### src/design/keypad_four_function_calculator_core_defines.svh
// Assertion macros shared by the calculator RTL.
`ifndef KEYPAD_FOUR_FUNCTION_CALCULATOR_CORE_DEFINES_SVH
`define KEYPAD_FOUR_FUNCTION_CALCULATOR_CORE_DEFINES_SVH

// The condition holding at an edge implies the consequent at the same edge.
`define KFFC_ASSERT_NOW(label, cond, consequent, msg) \
  label: assert property (@(posedge clk) disable iff (rst) (cond) |-> (consequent)) \
    else $error(msg);

// The condition holding at an edge implies the consequent at the next edge.
`define KFFC_ASSERT_NEXT(label, cond, consequent, msg) \
  label: assert property (@(posedge clk) disable iff (rst) (cond) |=> (consequent)) \
    else $error(msg);

`endif

### src/design/kffc_pkg.sv
// Shared types, key codes and defaults for the keypad calculator.
package kffc_pkg;

  localparam int OPERAND_BITS_DEF  = 32;
  localparam int FRACTION_BITS_DEF = 16;
  localparam int MAG_BITS          = 64;
  localparam int FRAC_OUT_BITS     = 16;

  localparam logic [7:0] KEY_NONE = 8'd0;
  localparam logic [7:0] KEY_ADD  = 8'd43;
  localparam logic [7:0] KEY_SUB  = 8'd45;
  localparam logic [7:0] KEY_MUL  = 8'd42;
  localparam logic [7:0] KEY_DIV  = 8'd47;
  localparam logic [7:0] KEY_EQ   = 8'd61;
  localparam logic [7:0] KEY_CLR  = 8'd46;
  localparam logic [7:0] KEY_ZERO = 8'd48;

  typedef enum logic [2:0] {
    OP_NONE = 3'd0,
    OP_ADD  = 3'd1,
    OP_SUB  = 3'd2,
    OP_MUL  = 3'd3,
    OP_DIV  = 3'd4
  } op_t;

  typedef enum logic [1:0] {
    ST_OK   = 2'd0,
    ST_DIV0 = 2'd1,
    ST_NOOP = 2'd2
  } status_t;

  typedef struct packed {
    logic                     negative;
    logic [MAG_BITS-1:0]      magnitude;
    logic [FRAC_OUT_BITS-1:0] fraction;
    status_t                  status;
  } res_t;

endpackage

### src/design/kffc_alu.sv
// Iterative arithmetic unit built around one shared adder.
module kffc_alu #(
  parameter int OPERAND_BITS  = kffc_pkg::OPERAND_BITS_DEF,
  parameter int FRACTION_BITS = kffc_pkg::FRACTION_BITS_DEF
) (
  input  logic                    clk,
  input  logic                    rst,
  input  logic                    start,
  input  kffc_pkg::op_t           op,
  input  logic [OPERAND_BITS-1:0] a,
  input  logic [OPERAND_BITS-1:0] b,
  output logic                    done,
  output kffc_pkg::res_t          res
);

  localparam int N  = OPERAND_BITS;
  localparam int QW = OPERAND_BITS + FRACTION_BITS;
  localparam int CW = $clog2(QW);
  localparam logic [kffc_pkg::FRAC_OUT_BITS-1:0] FRAC_MASK =
    kffc_pkg::FRAC_OUT_BITS'((32'd1 << FRACTION_BITS) - 32'd1);

  typedef enum logic [4:0] {
    A_IDLE = 5'b00001,
    A_SUB2 = 5'b00010,
    A_MUL  = 5'b00100,
    A_DIV  = 5'b01000,
    A_DONE = 5'b10000
  } alu_state_t;

  alu_state_t      state;
  logic [CW-1:0]   cnt;
  logic [N-1:0]    areg;
  logic [N-1:0]    breg;
  logic [N-1:0]    hi;
  logic [N-1:0]    lo;
  logic [N-1:0]    rem;
  logic [QW-1:0]   dvd;

  logic [N:0]      opx;
  logic [N:0]      opy;
  logic            cin;
  logic [N+1:0]    sum;
  logic [N:0]      shifted;
  logic            q_bit;
  logic [N-1:0]    rem_next;
  logic [QW-1:0]   dvd_next;
  logic [N-1:0]    hi_next;
  logic [N-1:0]    lo_next;

  assign shifted = {rem, dvd[QW-1]};

  always_comb begin
    opx = '0;
    opy = '0;
    cin = 1'b0;
    unique case (state)
      A_IDLE: begin
        opx = {1'b0, a};
        if (op == kffc_pkg::OP_SUB) begin
          opy = ~{1'b0, b};
          cin = 1'b1;
        end else begin
          opy = {1'b0, b};
        end
      end
      A_SUB2: begin
        opx = {1'b0, breg};
        opy = ~{1'b0, areg};
        cin = 1'b1;
      end
      A_MUL: begin
        opx = {1'b0, hi};
        opy = lo[0] ? {1'b0, breg} : '0;
      end
      A_DIV: begin
        opx = shifted;
        opy = ~{1'b0, breg};
        cin = 1'b1;
      end
      default: begin
      end
    endcase
  end

  assign sum      = {1'b0, opx} + {1'b0, opy} + {{(N + 1){1'b0}}, cin};
  assign q_bit    = sum[N+1];
  assign rem_next = q_bit ? sum[N-1:0] : shifted[N-1:0];
  assign dvd_next = {dvd[QW-2:0], q_bit};
  assign hi_next  = sum[N:1];
  assign lo_next  = {sum[0], lo[N-1:1]};
  assign done     = (state == A_DONE);

  always_ff @(posedge clk) begin
    if (rst) begin
      state <= A_IDLE;
    end else begin
      unique case (state)
        A_IDLE: begin
          if (start) begin
            areg             <= a;
            breg             <= b;
            cnt              <= '0;
            res.negative     <= 1'b0;
            res.fraction     <= '0;
            unique case (op)
              kffc_pkg::OP_ADD: begin
                res.status    <= kffc_pkg::ST_OK;
                res.magnitude <= kffc_pkg::MAG_BITS'(sum[N:0]);
                state         <= A_DONE;
              end
              kffc_pkg::OP_SUB: begin
                res.status    <= kffc_pkg::ST_OK;
                res.magnitude <= kffc_pkg::MAG_BITS'(sum[N-1:0]);
                state         <= sum[N] ? A_SUB2 : A_DONE;
              end
              kffc_pkg::OP_MUL: begin
                res.status <= kffc_pkg::ST_OK;
                hi         <= '0;
                lo         <= a;
                state      <= A_MUL;
              end
              kffc_pkg::OP_DIV: begin
                if (b == '0) begin
                  res.status    <= kffc_pkg::ST_DIV0;
                  res.magnitude <= '0;
                  state         <= A_DONE;
                end else begin
                  res.status <= kffc_pkg::ST_OK;
                  rem        <= '0;
                  dvd        <= QW'(a) << FRACTION_BITS;
                  state      <= A_DIV;
                end
              end
              default: begin
                res.status    <= kffc_pkg::ST_NOOP;
                res.magnitude <= '0;
                state         <= A_DONE;
              end
            endcase
          end
        end
        A_SUB2: begin
          res.negative  <= 1'b1;
          res.magnitude <= kffc_pkg::MAG_BITS'(sum[N-1:0]);
          state         <= A_DONE;
        end
        A_MUL: begin
          hi  <= hi_next;
          lo  <= lo_next;
          cnt <= cnt + CW'(1);
          if (cnt == CW'(N - 1)) begin
            res.magnitude <= kffc_pkg::MAG_BITS'({hi_next, lo_next});
            state         <= A_DONE;
          end
        end
        A_DIV: begin
          rem <= rem_next;
          dvd <= dvd_next;
          cnt <= cnt + CW'(1);
          if (cnt == CW'(QW - 1)) begin
            res.magnitude <= kffc_pkg::MAG_BITS'(dvd_next[QW-1:FRACTION_BITS]);
            res.fraction  <= kffc_pkg::FRAC_OUT_BITS'(dvd_next) & FRAC_MASK;
            state         <= A_DONE;
          end
        end
        A_DONE: begin
          state <= A_IDLE;
        end
        default: begin
          state <= A_IDLE;
        end
      endcase
    end
  end

endmodule

### src/design/keypad_four_function_calculator_core.sv
// Top level of the keypad calculator: key decoding, operand entry and result request.
// Digit, operator, clear and idle keys: one key every cycle in T_IDLE, stalled by in_stall otherwise.
// After '=' add and subtract take one adder step, a negative difference two, multiply
// OPERAND_BITS and divide OPERAND_BITS+FRACTION_BITS steps (one adder step a cycle).
// Synchronous rst clears both operands, the pending operation and any waiting result.
module keypad_four_function_calculator_core #(
  parameter int OPERAND_BITS  = kffc_pkg::OPERAND_BITS_DEF,
  parameter int FRACTION_BITS = kffc_pkg::FRACTION_BITS_DEF
) (
  input  logic        clk,
  input  logic        rst,
  input  logic        in_valid,
  output logic        in_stall,
  input  logic [7:0]  key,
  output logic        out_valid,
  input  logic        out_stall,
  output logic        negative,
  output logic [63:0] magnitude,
  output logic [15:0] fraction,
  output logic [1:0]  status
);

`include "keypad_four_function_calculator_core_defines.svh"

  localparam int N = OPERAND_BITS;

  typedef enum logic [2:0] {
    T_IDLE = 3'b001,
    T_CALC = 3'b010,
    T_OUT  = 3'b100
  } top_state_t;

  top_state_t     state;
  logic [N-1:0]   first_operand;
  logic [N-1:0]   second_operand;
  kffc_pkg::op_t  pending_operation;
  logic           entering_second;

  logic           accept;
  logic           alu_start;
  logic           alu_done;
  kffc_pkg::res_t alu_res;
  logic [N-1:0]   digit_src;
  logic [N-1:0]   folded;

  assign in_stall  = (state != T_IDLE);
  assign accept    = in_valid && !in_stall;
  assign alu_start = accept && (key == kffc_pkg::KEY_EQ);
  assign out_valid = (state == T_OUT);

  assign digit_src = entering_second ? second_operand : first_operand;
  assign folded    = (digit_src << 3) + (digit_src << 1) + N'(key) - N'(kffc_pkg::KEY_ZERO);

  kffc_alu #(
    .OPERAND_BITS  (OPERAND_BITS),
    .FRACTION_BITS (FRACTION_BITS)
  ) u_alu (
    .clk   (clk),
    .rst   (rst),
    .start (alu_start),
    .op    (pending_operation),
    .a     (first_operand),
    .b     (second_operand),
    .done  (alu_done),
    .res   (alu_res)
  );

  assign negative  = alu_res.negative;
  assign magnitude = alu_res.magnitude;
  assign fraction  = alu_res.fraction;
  assign status    = alu_res.status;

  always_ff @(posedge clk) begin
    if (rst) begin
      state             <= T_IDLE;
      first_operand     <= '0;
      second_operand    <= '0;
      pending_operation <= kffc_pkg::OP_NONE;
      entering_second   <= 1'b0;
    end else begin
      unique case (state)
        T_IDLE: begin
          if (accept) begin
            unique case (key)
              kffc_pkg::KEY_NONE: begin
              end
              kffc_pkg::KEY_ADD: begin
                pending_operation <= kffc_pkg::OP_ADD;
                entering_second   <= 1'b1;
              end
              kffc_pkg::KEY_SUB: begin
                pending_operation <= kffc_pkg::OP_SUB;
                entering_second   <= 1'b1;
              end
              kffc_pkg::KEY_MUL: begin
                pending_operation <= kffc_pkg::OP_MUL;
                entering_second   <= 1'b1;
              end
              kffc_pkg::KEY_DIV: begin
                pending_operation <= kffc_pkg::OP_DIV;
                entering_second   <= 1'b1;
              end
              kffc_pkg::KEY_CLR: begin
                first_operand     <= '0;
                second_operand    <= '0;
                pending_operation <= kffc_pkg::OP_NONE;
                entering_second   <= 1'b0;
              end
              kffc_pkg::KEY_EQ: begin
                first_operand     <= '0;
                second_operand    <= '0;
                pending_operation <= kffc_pkg::OP_NONE;
                entering_second   <= 1'b0;
                state             <= T_CALC;
              end
              default: begin
                if (entering_second) begin
                  second_operand <= folded;
                end else begin
                  first_operand <= folded;
                end
              end
            endcase
          end
        end
        T_CALC: begin
          if (alu_done) begin
            state <= T_OUT;
          end
        end
        T_OUT: begin
          if (!out_stall) begin
            state <= T_IDLE;
          end
        end
        default: begin
          state <= T_IDLE;
        end
      endcase
    end
  end

  `KFFC_ASSERT_NOW(a_no_key_while_result, out_valid, in_stall, "Key taken while a result waits.")
  `KFFC_ASSERT_NOW(a_done_only_in_calc, alu_done, state == T_CALC, "Unit finished outside a request.")
  `KFFC_ASSERT_NEXT(a_clear_after_equals, alu_start, first_operand == '0 && second_operand == '0 && pending_operation == kffc_pkg::OP_NONE && !entering_second, "State not cleared after equals.")

endmodule
### config.mk
export PLATFORM = sky130hd
export DESIGN_NAME = keypad_four_function_calculator_core
export DESIGN_NICKNAME = d
export VERILOG_FILES = /design/src/design/kffc_pkg.sv /design/src/design/kffc_alu.sv /design/src/design/keypad_four_function_calculator_core.sv
export VERILOG_INCLUDE_DIRS = /design/src /design/src/design
export SDC_FILE = /design/constraint.sdc
export NUM_CORES = 1
export LEC_CHECK = 0
export ABC_AREA = 1
export BUFFER_PORTS_ARGS = -buffer_cell sky130_fd_sc_hd__buf_2
export CAP_MARGIN = 20
export CORE_MARGIN = 5
export CORE_UTILIZATION = 63
export DETAILED_ROUTE_END_ITERATION = 10
export PLACE_DENSITY = 0.88
export SLEW_MARGIN = 20
export SYNTH_ARGS = -nofsm -noshare
export SYNTH_HDL_FRONTEND = slang
export SYNTH_SLANG_ARGS = --single-unit
### constraint.sdc
create_clock -name clk -period 8.9 [get_ports clk]
set_clock_uncertainty 0.15 [all_clocks]
set_input_delay 0.445 -clock clk [delete_from_list [all_inputs] [get_ports clk]]
set_output_delay 0.445 -clock clk [all_outputs]
set_load 0.01 [all_outputs]
======== Word level (Yosys, flattened, before mapping) ========
Cells that the tools add are included.
cells by class
  add/sub/neg operators ................... 6
  multiply operators ...................... 0
  divide/modulo/power cells ............... 0
  magnitude comparators ................... 0
  eq/ne operators ......................... 34
  shifts and indexed selects .............. 0
  multiplexer cells ....................... 52
  bitwise operators ....................... 5
  reduce and logical (&&, ||, !) cells .... 32
operators by type and width
  kind                   count
  $pmux 64 s4            2
  $mux 32                11
  $pmux 32 s2            5
  $pmux 33 s4            2
  $mux 48                3
  $mux 64                2
  $not 32->33            3
  $pmux 48 s2            1
  $mux 83                1
  $mux 80                1
  $eq 8x6->1 const B     6
  $add 33x33->34         1
  $add 34x1->34          1
  $mux 33                1
  $add 32x32->32         1
  $add 32x8->32          1
  $logic_not 32->1       1
  $pmux 16 s2            1
  $sub 32x6->32 const B  1
  $mux 31                1
  $mux 5                 5
  $ne 2x2->1 const B     10
  $pmux 5 s4             1
  $reduce_and 4->1       5
  37 further kinds       62
storage, ports and cells
  register bits ........................... 373
  latch bits .............................. 0
  bits in writable memories ............... 0
  ROM bits ................................ 0
  bits of input ports ..................... 12
  word-level logic and storage cells ...... 146
  memories ................................ 0

======== Logic depth before layout (Yosys ltp) ========
Gate-level depths: netlist of run 1.
  depth after elaboration ................. 9
  gate-level depth with buffers ........... 25

======== By module ========
A second synthesis of run 1 with hierarchy kept.
unflattened totals
  cell total of the unflattened synthesis .. 2757
  area, all modules ....................... 22172.5 um^2
modules (own cells, without submodules)
  module                                instances  cells each  area each (um^2)  sequential area each (um^2)
  kffc_alu                              1          1708        15773.9           9018.6
  keypad_four_function_calculator_core  1          1049        6398.6            1421.4

======== Worst setup path before layout of run 1 ========
Ideal clock, no wire load.
  path kind ............................... register -> register
  from .................................... register u_alu.state[3]
  to ...................................... register u_alu.areg[0], enable pin
  library setup time ...................... 0.571 ns
  arrival time ............................ 5.769 ns
  data required time ...................... 8.179 ns
  path slack .............................. 2.410 ns
  cell stages (with the launch flop) ...... 8
  path buffers ............................ 2
  clock period less this slack ............ 6.490 ns
  path through ............................ dfxtp_1 nor2_2 nand2_2 nor2_4 inv_1 clkbuf_1 clkbuf_1 nor3_1
on the way
  longest elaborated chain between the ends .. 2
RTL lines
  element                            RTL line         RTL
  from (decl)                        kffc_alu.sv:30   alu_state_t state;
  from (signal assigned)             kffc_alu.sv:114  state <= sum[N] ? A_SUB2 : A_DONE;
  $eq 5x1->1                         kffc_alu.sv:97   unique case (state)
  $reduce_and 3->1 (no source line)  --
  to (signal assigned)               kffc_alu.sv:100  areg <= a;
  to (decl)                          kffc_alu.sv:32   logic [N-1:0] areg;
Every way passes these cells.
A chain may end at the register's enable or synchronous reset.

======== Worst setup path after layout of run 1 ========
  from .................................... register u_alu.state[0]
  to ...................................... register u_alu.rem[31] (data pin)
on the way
  longest elaborated chain between the ends .. 6
  elaborated cells between the ends (all ways) .. 12
  classes of those cells .................. 2 x add/sub; 4 x eq/ne; 5 x mux; 1 x reduce/logical
RTL lines
  element                                                RTL line                        RTL
  $eq 5x4->1, or another cell as far along               kffc_alu.sv:56, kffc_alu.sv:97
  $pmux 33 s4 / $reduce_or 2->1 (equally long branches)  --
  $add 33x33->34 / $pmux 1 s2 (equally long branches)    kffc_alu.sv:85, kffc_alu.sv:56
  $add 34x1->34                                          kffc_alu.sv:85                  assign sum = {1'b0, opx} + {1'b0, opy} + {{(N + 1){1'b0}}, cin};
  $mux 32                                                kffc_alu.sv:87                  assign rem_next = q_bit ? sum[N-1:0] : shifted[N-1:0];
  $pmux 32 s2 (*)                                        kffc_alu.sv:97
  to (signal assigned)                                   kffc_alu.sv:157                 rem <= rem_next;
  to (decl)                                              kffc_alu.sv:36                  logic [N-1:0] rem;
Mark *: on every way between the ends. The rest lies on a longest branch, timed or not.

==> metrics, run 1 <==
status finished, final reports clean; port buffer count 96; HP Class input pin to flip-flop; clk root buf clkbuf_16; Internal 0.003981 W; post-DP HPWL 45740 um; largest net degree at the start of global routing 81; clock sink total 373; Max Clock Freq 191.7 MHz; Nets ~2900; Die Area 38400 um2; global-route usage over all layers 32.58%; CTS Hold Bufs 0; sequential share of power 28.9%; Ports 97; Slew headroom between 20% and 30%; Power Total roughly 0.0071 W; Worst-Skew Late Latency 0.56 ns; register area share after synthesis a little under half; FILL cells 2771; area delta synth->final 9.063%; Chip Height 196.0 um; switching power ~0.0031 W; antenna fix cells 0; Sw Ratio about 44%; WP data arrival roughly 5.4 ns; clk slew on worst S/H paths 0.06 ns; Yosys warnings 0; Post-DRT Antenna Nets 0; setup violation total in the final timing report 0; Startpoint Class flip-flop; placed cell area 22590 um2; fraction of layout instances using a drive strength above 1 under 10%; routed vias/inst 6.044; Clock power frac 21.8%; initial antenna violation count 0; CTS Buf Count 38; synthesized area approximately 22000 um2; routed vias 19550; Final Slew Violations 0; number of global-route vias before repair 18700; CP Class flip-flop to flip-flop; Cells after Synth approximately 2700; depth of the CTS H-tree 2; CP required between 9 and 10 ns; Synth cell types 48; global-route wire length before repair 100200 um; final period utilization 58.60%; Placed Cells 3167; initial drt markers around 2600; post-CTS setup buffer count 0; Min Clock Period, post-route 5.216 ns; Starting Density 63.38%; Logic pwr share 49.3%; cts repair resizes 0; crit path max fanout 58; CTS Buffer Depth 3; worst-margin pin slew 1.169 ns; drt pass-1 iters 6; register cell area after layout 10440 um2; final core utilization 69.12%; Avg Cell Area, Syn approximately 8.1 um2; Fin. Hold Viols 0; die extent in x between 150 and 200 um; fin cells 3235; GR Overflow Total 0; Lkg Pwr 10.27 nW; total core area around 34000 um2; multi-input gate area in the final layout 9641 um2; Crit. End Element flip-flop; Avg WL per Cell 19.83 um; Design Area, Final 23760 um2; number of synthesized register bits 373; syn nets approximately 2800; MaxCap Viol Count 0; ys async rst share 0%; Rows 68; VDD IR-drop max 416.1 uV; RSZ-0062 raised after global routing no; Remaining DRCs 0; Main synth FF type edfxtp_1; CTS tree built; GP Congestion 0.9976; Pwr Density 298.6 nW/um2; setup TNS 0 ns; drt total wl 64140 um; EDFF count, synth 297
==> path summary, 6_finish.rpt <==
check,slack [ns],cells past startpoint,end,startpoint
worst min register to register,0.28,0,u_alu.areg[2],first_operand[2]
worst max-delay path,3.68,20,u_alu.rem[31],u_alu.state[0]
worst max register to register,3.68,20,u_alu.rem[31],u_alu.state[0]
worst min-delay path,0.03,3,state[2],out_stall
==> critical path: stages, from the launching register on <==
cell	delay, ns
dfxtp_1	0.32
nor2_1	0.17
nand2_2	0.12
nor2_4	0.08
buf_4	0.47
inv_2	0.35
buf_4	0.43
o22ai_1	0.20
a211oi_1	0.11
fa_1	0.49
nand3b_1	0.25
nor2_1	0.15
nand2_1	0.07
nand3_1	0.17
nand2_1	0.10
nand3_1	0.13
nand2_2	0.28
nand2_4	0.57
nand2_1	0.11
nand2_1	0.11
nor2_1	0.06
==> flip-flops by register name, indices dropped and copies added, names as in the netlist <==
name	cells
u_alu.res	83
entering_second	1
u_alu.hi	32
state	3
u_alu.rem	32
u_alu.areg	32
u_alu.breg	32
u_alu.state	5
u_alu.dvd	48
u_alu.lo	32
first_operand	32
second_operand	32
u_alu.cnt	6
pending_operation	3
==> per-stage QoR <==
stage / setup WS (ns) / hold slack (ns)
after floorplan: 2.410 / 0.2582
final: 3.684 / 0.03055
after global routing: 3.329 / 0.05737
after CTS: 3.824 / 0.01940
after global placement: 3.979 / 0.2595
after detailed placement: 3.840 / 0.2657
==> routing by layer <==
metal	share of wire [%]	track usage [%]	wire length [um]	vias to the layer above
met5	0	0	0	-
met4	2.9	9.568	1876	0
met3	12	6.011	7487	148
met2	45	52.12	29120	1293
met1	40	45.90	25650	9006
li1	-	-	-	9106
==> layout make-up <==
type                       instances  share of cell area (%)
clock buffer                      52                   4.397
clock inverter                    16                  0.5424
inverter                         346                   5.466
multi-input combinational       1876                   40.57
sequential                       373                   43.94
tap                              455                   2.396
timing repair buffer             117                   2.686
==> cells by family (layout without fill, tap and decap cells) <==
| logic type | count (synthesis) | count (layout) | share of synthesized area [%] |
|---|---|---|---|
| flip-flops | 373 | 373 | 47.92 |
| AND/OR/NAND/NOR | 1248 | 1248 | 23.55 |
| XOR/XNOR | 19 | 19 | 0.7638 |
| buffers and inverters | 447 | 531 | 8.012 |
| adder cells (fa/ha/maj) | 122 | 122 | 7.282 |
| AO/OA/AOI/OAI | 487 | 487 | 12.47 |
==> power groups by stage <==
stage	registers, W	clock network [W]	logic, W
6_report	0.00205	0.00155	0.00350
5_1_grt	0.00206	0.00162	0.00395
4_1_cts	0.00205	0.00155	0.00345
3_5_place_dp	0.00208	0	0.00341
3_3_place_gp	0.00208	0	0.00334
2_1_floorplan	0.00208	0	0.00249
==> cells in the final DEF (no fill, tap or decap), types with 5 or more instances in the layout <==
master / instances
nor3_1: 19
o21ai_0: 173
a21oi_2: 5
clkbuf_16: 39
dfxtp_1: 76
o22ai_1: 32
nand4_1: 28
nand3b_1: 14
a21oi_1: 209
clkbuf_1: 11
o211ai_1: 5
nand2_2: 6
nand3_1: 126
o21bai_1: 15
inv_1: 341
xor2_1: 10
nor2_1: 256
clkinv_1: 6
nand2_1: 771
buf_2: 96
ha_1: 114
edfxtp_1: 297
fa_1: 8
nor4_1: 5
buf_4: 21
xnor2_1: 9
o2111ai_1: 30
==> cells in the mapped netlist, types with 5 or more instances <==
| cell | instances | area share (%) |
|---|---|---|
| a21oi_1 | 211 | 4.8 |
| edfxtp_1 | 297 | 41 |
| nor3_1 | 21 | 0.48 |
| nand2_1 | 771 | 13 |
| o21ai_0 | 173 | 4.0 |
| nand4_1 | 28 | 0.80 |
| xor2_1 | 10 | 0.40 |
| xnor2_1 | 9 | 0.36 |
| o22ai_1 | 32 | 0.92 |
| a21oi_2 | 5 | 0.20 |
| nand3b_1 | 14 | 0.48 |
| o21bai_1 | 15 | 0.52 |
| ha_1 | 114 | 6.5 |
| clkbuf_1 | 66 | 1.1 |
| buf_2 | 15 | 0.34 |
| inv_1 | 342 | 5.9 |
| o211ai_1 | 5 | 0.17 |
| buf_6 | 5 | 0.26 |
| o2111ai_1 | 30 | 1.2 |
| nand2_2 | 6 | 0.17 |
| nand3_1 | 126 | 2.9 |
| fa_1 | 8 | 0.74 |
| nor4_1 | 5 | 0.14 |
| buf_1 | 12 | 0.21 |
| nor2_1 | 257 | 4.4 |
| dfxtp_1 | 76 | 7.0 |
No activity file was read; power rests on OpenSTA's default activity.
==> run 2: changes to the inputs <==
--- a/config.mk
+++ b/config.mk
@@ -6,13 +6,13 @@
 export SDC_FILE = /design/constraint.sdc
 export NUM_CORES = 1
 export LEC_CHECK = 0
-export ABC_AREA = 1
+export ABC_AREA = 0
 export BUFFER_PORTS_ARGS = -buffer_cell sky130_fd_sc_hd__buf_2
 export CAP_MARGIN = 20
 export CORE_MARGIN = 5
-export CORE_UTILIZATION = 63
+export CORE_UTILIZATION = 62
 export DETAILED_ROUTE_END_ITERATION = 10
-export PLACE_DENSITY = 0.88
+export PLACE_DENSITY = 0.87
 export SLEW_MARGIN = 20
 export SYNTH_ARGS = -nofsm -noshare
 export SYNTH_HDL_FRONTEND = slang
==> constraint.sdc (replaced) <==
create_clock -name clk -period 5 [get_ports clk]
set_clock_uncertainty 0.15 [all_clocks]
set_input_delay 0.25 -clock clk [delete_from_list [all_inputs] [get_ports clk]]
set_output_delay 0.25 -clock clk [all_outputs]
set_load 0.01 [all_outputs]
==> run 2 against run 1 <==
Worst hold slack worse by 0.011 ns; wire length down 14%; critical path depth down 3; worst setup slack worse by 3.4 ns; final cell count down 19%; sequential cell count unchanged; global-route usage down 3.2 points; first-iteration DRC count down 26%; fmax up 10%; synthesized cell count down 23%; cell area down 2.5%.
==> metrics, run 2 <==
syn nets 2199 (was 2830); routed vias 16610 (was 19550); FILL cells 2345 (was 2771); area delta synth->final 12.07% (was 9.063%); Design Area, Final 23160 um2 (was 23760 um2); top cells by area, synth edfxtp_1 (43%), dfxtp_1 (7.4%), nand2_1 (7.1%), ha_1 (6.9%), a21oi_1 (2.9%) (was edfxtp_1 (41%), nand2_1 (13%), dfxtp_1 (7.0%), ha_1 (6.5%), inv_1 (5.9%)); MaxCap Viol Count 0 (unchanged); port buffer count 96 (unchanged); placed cell area 21900 um2 (was 22590 um2); Die Area 37080 um2 (was 38400 um2); post-DP HPWL 38800 um (was 45740 um); Main synth FF type edfxtp_1 (unchanged); max FFs per register 83 (unchanged); Post-Place Setup Slack 0.2210 ns (was 3.840 ns); slowest stage delay, CP 0.47 ns (was 0.57 ns); Synth cell types 75 (was 48); Pwr Density 473.2 nW/um2 (was 298.6 nW/um2); global-route usage over all layers 29.42% (was 32.58%); Worst-Skew Late Latency 0.54 ns (was 0.56 ns); HP Class input pin to flip-flop (unchanged); CTS Buf Count 38 (unchanged); Avg WL per Cell 20.94 um (was 19.83 um); status finished, final reports clean (unchanged); ys async rst share 0% (unchanged); critical-path cell list or3_1 > nor3b_4 > buf_4 > buf_6 > a22oi_1 > nand2_1 > ha_1 > nand4_1 > a2111oi_0 > o21ai_1 > a31o_2 > o21ai_1 > buf_4 > o211a_1 > a211oi_4 > a221oi_1 > nor4b_1 (was nor2_1 > nand2_2 > nor2_4 > buf_4 > inv_2 > buf_4 > o22ai_1 > a211oi_1 > fa_1 > nand3b_1 > nor2_1 > nand2_1 > nand3_1 > nand2_1 > nand3_1 > nand2_2 > nand2_4 > nand2_1 > nand2_1 > nor2_1); post-synth top area cell edfxtp_1 (unchanged); Rows 66 (was 68); CP required 5.26 ns (was 9.04 ns); Final WS setup 0.2792 ns (was 3.684 ns); drt total wl 55000 um (was 64140 um); routed vias/inst 6.322 (was 6.044); die extent in x 192.6 um (was 196.0 um); Cells after Synth 2065 (was 2696); Slew headroom 36.44% (was 22.06%); synthesized area 20660 um2 (was 21790 um2); worst-margin pin slew 0.9511 ns (was 1.169 ns); EDFF count, synth 297 (unchanged); total core area 32700 um2 (was 34370 um2); initial drt markers 1884 (was 2555); crit path max fanout 56 (was 58); Buffers & Inverters on Critical Path 3 (unchanged); register area share after synthesis 50.52% (was 47.92%); largest registers u_alu.res x83, u_alu.dvd x48 (unchanged); multi-input gate area in the final layout 9527 um2 (was 9641 um2); global-route wire length before repair 86170 um (was 100200 um); Starting Density 63.19% (was 63.38%); Min Clock Period, post-route 4.721 ns (was 5.216 ns); Post-DRT Antenna Nets 0 (unchanged); fin cells 2627 (was 3235); register cell area after layout 10440 um2 (about the same); initial antenna violation count 0 (unchanged); Slowest-stage cell, CP a2111oi_0 (was nand2_4); Top reg by flops u_alu.res (unchanged); Ports 97 (unchanged); setup TNS 0 ns (unchanged); drt pass-1 iters 6 (unchanged); CP top delay family compound AO/OA/AOI/OAI gates (was simple AND/OR/NAND/NOR gates); fraction of layout instances using a drive strength above 1 11.76% (was 7.482%); WP data arrival 4.98 ns (was 5.36 ns); GP Congestion 0.9562 (was 0.9976); Lkg Pwr 9.334 nW (was 10.27 nW); top cells by count, synth nand2_1 (393), edfxtp_1 (297), nor2_1 (129), a21oi_1 (118), ha_1 (114) (was nand2_1 (771), inv_1 (342), edfxtp_1 (297), nor2_1 (257), a21oi_1 (211)); clk root buf clkbuf_16 (unchanged); number of global-route vias before repair 15920 (was 18700); CTS tree built (unchanged); Nets 2293 (was 2886); Yosys warnings 0 (unchanged); most common cell after layout, fill and taps aside nand2_1 (unchanged); Remaining DRCs 0 (unchanged); depth of the CTS H-tree 2 (unchanged); Fin. Hold Viols 0 (unchanged); CTS Buffer Depth 3 (unchanged); clock sink total 373 (unchanged); Final Slew Violations 0 (unchanged); Crit. End Element flip-flop (unchanged); Placed Cells 2556 (was 3167); setup violation total in the final timing report 0 (unchanged); Chip Height 192.6 um (was 196.0 um); Avg Cell Area, Syn 10.01 um2 (was 8.081 um2); antenna fix cells 0 (unchanged); largest net degree at the start of global routing 87 (was 81); most frequent cell after synthesis nand2_1 (unchanged); Startpoint Class flip-flop (unchanged); Max Clock Freq 211.8 MHz (was 191.7 MHz); GR Overflow Total 0 (unchanged); clk slew on worst S/H paths 0.06 ns (about the same); top cell type's share of synthesized area 43.16% (was 40.94%); number of synthesized register bits 373 (unchanged); CP Class flip-flop to flip-flop (unchanged); Power Total 0.01096 W (was 0.007096 W); VDD IR-drop max 420.5 uV (was 416.1 uV); commonest cells after routing, fill and taps aside nand2_1 (393), edfxtp_1 (297), nor2_1 (128) (was nand2_1 (771), inv_1 (341), edfxtp_1 (297)); final period utilization 94.42% (was 58.60%)
==> run 2: stage by stage <==
| step | hold slack (ns) | util (%) |
|---|---|---|
| 3_5_place_dp | 0.3007 | 66.96 |
| 5_1_grt | 0.02552 | 70.82 |
| 2_1_floorplan | 0.2475 | - |
| 4_1_cts | 0.006448 | 70.67 |
| 3_3_place_gp | 0.2778 | 66.95 |
| 6_report | 0.01983 | 70.82 |
==> run 2: worst paths after layout <==
kind | start | endpoint | slack (ns) | cells after the start
min | key[2] | pending_operation[2] | 0.02 | 3
max | u_alu.state[4] | u_alu.state[4] | 0.28 | 17
max reg2reg | u_alu.state[4] | u_alu.state[4] | 0.28 | 17
min reg2reg | state[0] | state[2] | 0.31 | 1
==> run 2: worst register-to-register path, stage by stage (launching register included) <==
cell	delay, ns
dfxtp_1	0.35
or3_1	0.43
nor3b_4	0.29
buf_4	0.17
buf_6	0.34
a22oi_1	0.24
nand2_1	0.12
ha_1	0.27
nand4_1	0.19
a2111oi_0	0.47
o21ai_1	0.21
a31o_2	0.31
o21ai_1	0.14
buf_4	0.15
o211a_1	0.21
a211oi_4	0.08
a221oi_1	0.37
nor4b_1	0.09
==> run 2: where the power goes <==
| part | internal, W | switching (W) | total (W) | leakage (nW) |
|---|---|---|---|---|
| registers | 0.00351 | 0.000145 | 0.00365 | 3.42 |
| logic | 0.00178 | 0.00277 | 0.00455 | 5.33 |
| clock network | 0.00159 | 0.00117 | 0.00276 | 0.581 |
| total | 0.00688 | 0.00408 | 0.0110 | 9.33 |
==> run 2: kinds of logic (layout without fill, tap and decap cells) <==
logic type | count (synthesis) | after routing | synth area share [%]
simple gates | 784 | 784 | 17.35
compound gates | 433 | 433 | 14.03
flops | 373 | 373 | 50.52
buf+inv | 208 | 328 | 3.881
fa+ha+maj | 122 | 122 | 7.677
xor+xnor | 86 | 86 | 3.645
mux | 59 | 59 | 2.900
==> run 2: layout make-up <==
type                            instances  area share (%)
Inverter                               88           1.426
Clock inverter                         15          0.5349
Sequential cell                       373           45.09
Tap cell                              442           2.388
Clock buffer                           51           4.582
Multi-Input combinational cell       1484           41.14
Timing Repair Buffer                  174           4.846
==> run 2: timing repair <==
item                       in CTS  in global routing
hold endpoints to repair        6                  0
setup buffers                   0                  2
gates resized for setup         0                  7
setup endpoints to repair       0                 39
hold buffers                    3                  0
==> run 2: layer usage <==
layer | track usage, % | vias to the layer above | share of wire, %
li1 | - | 7631 | -
met1 | 41.62 | 7971 | 41
met2 | 47.29 | 891 | 46
met3 | 4.975 | 115 | 10
met4 | 8.310 | 0 | 2.9
met5 | 0 | - | 0
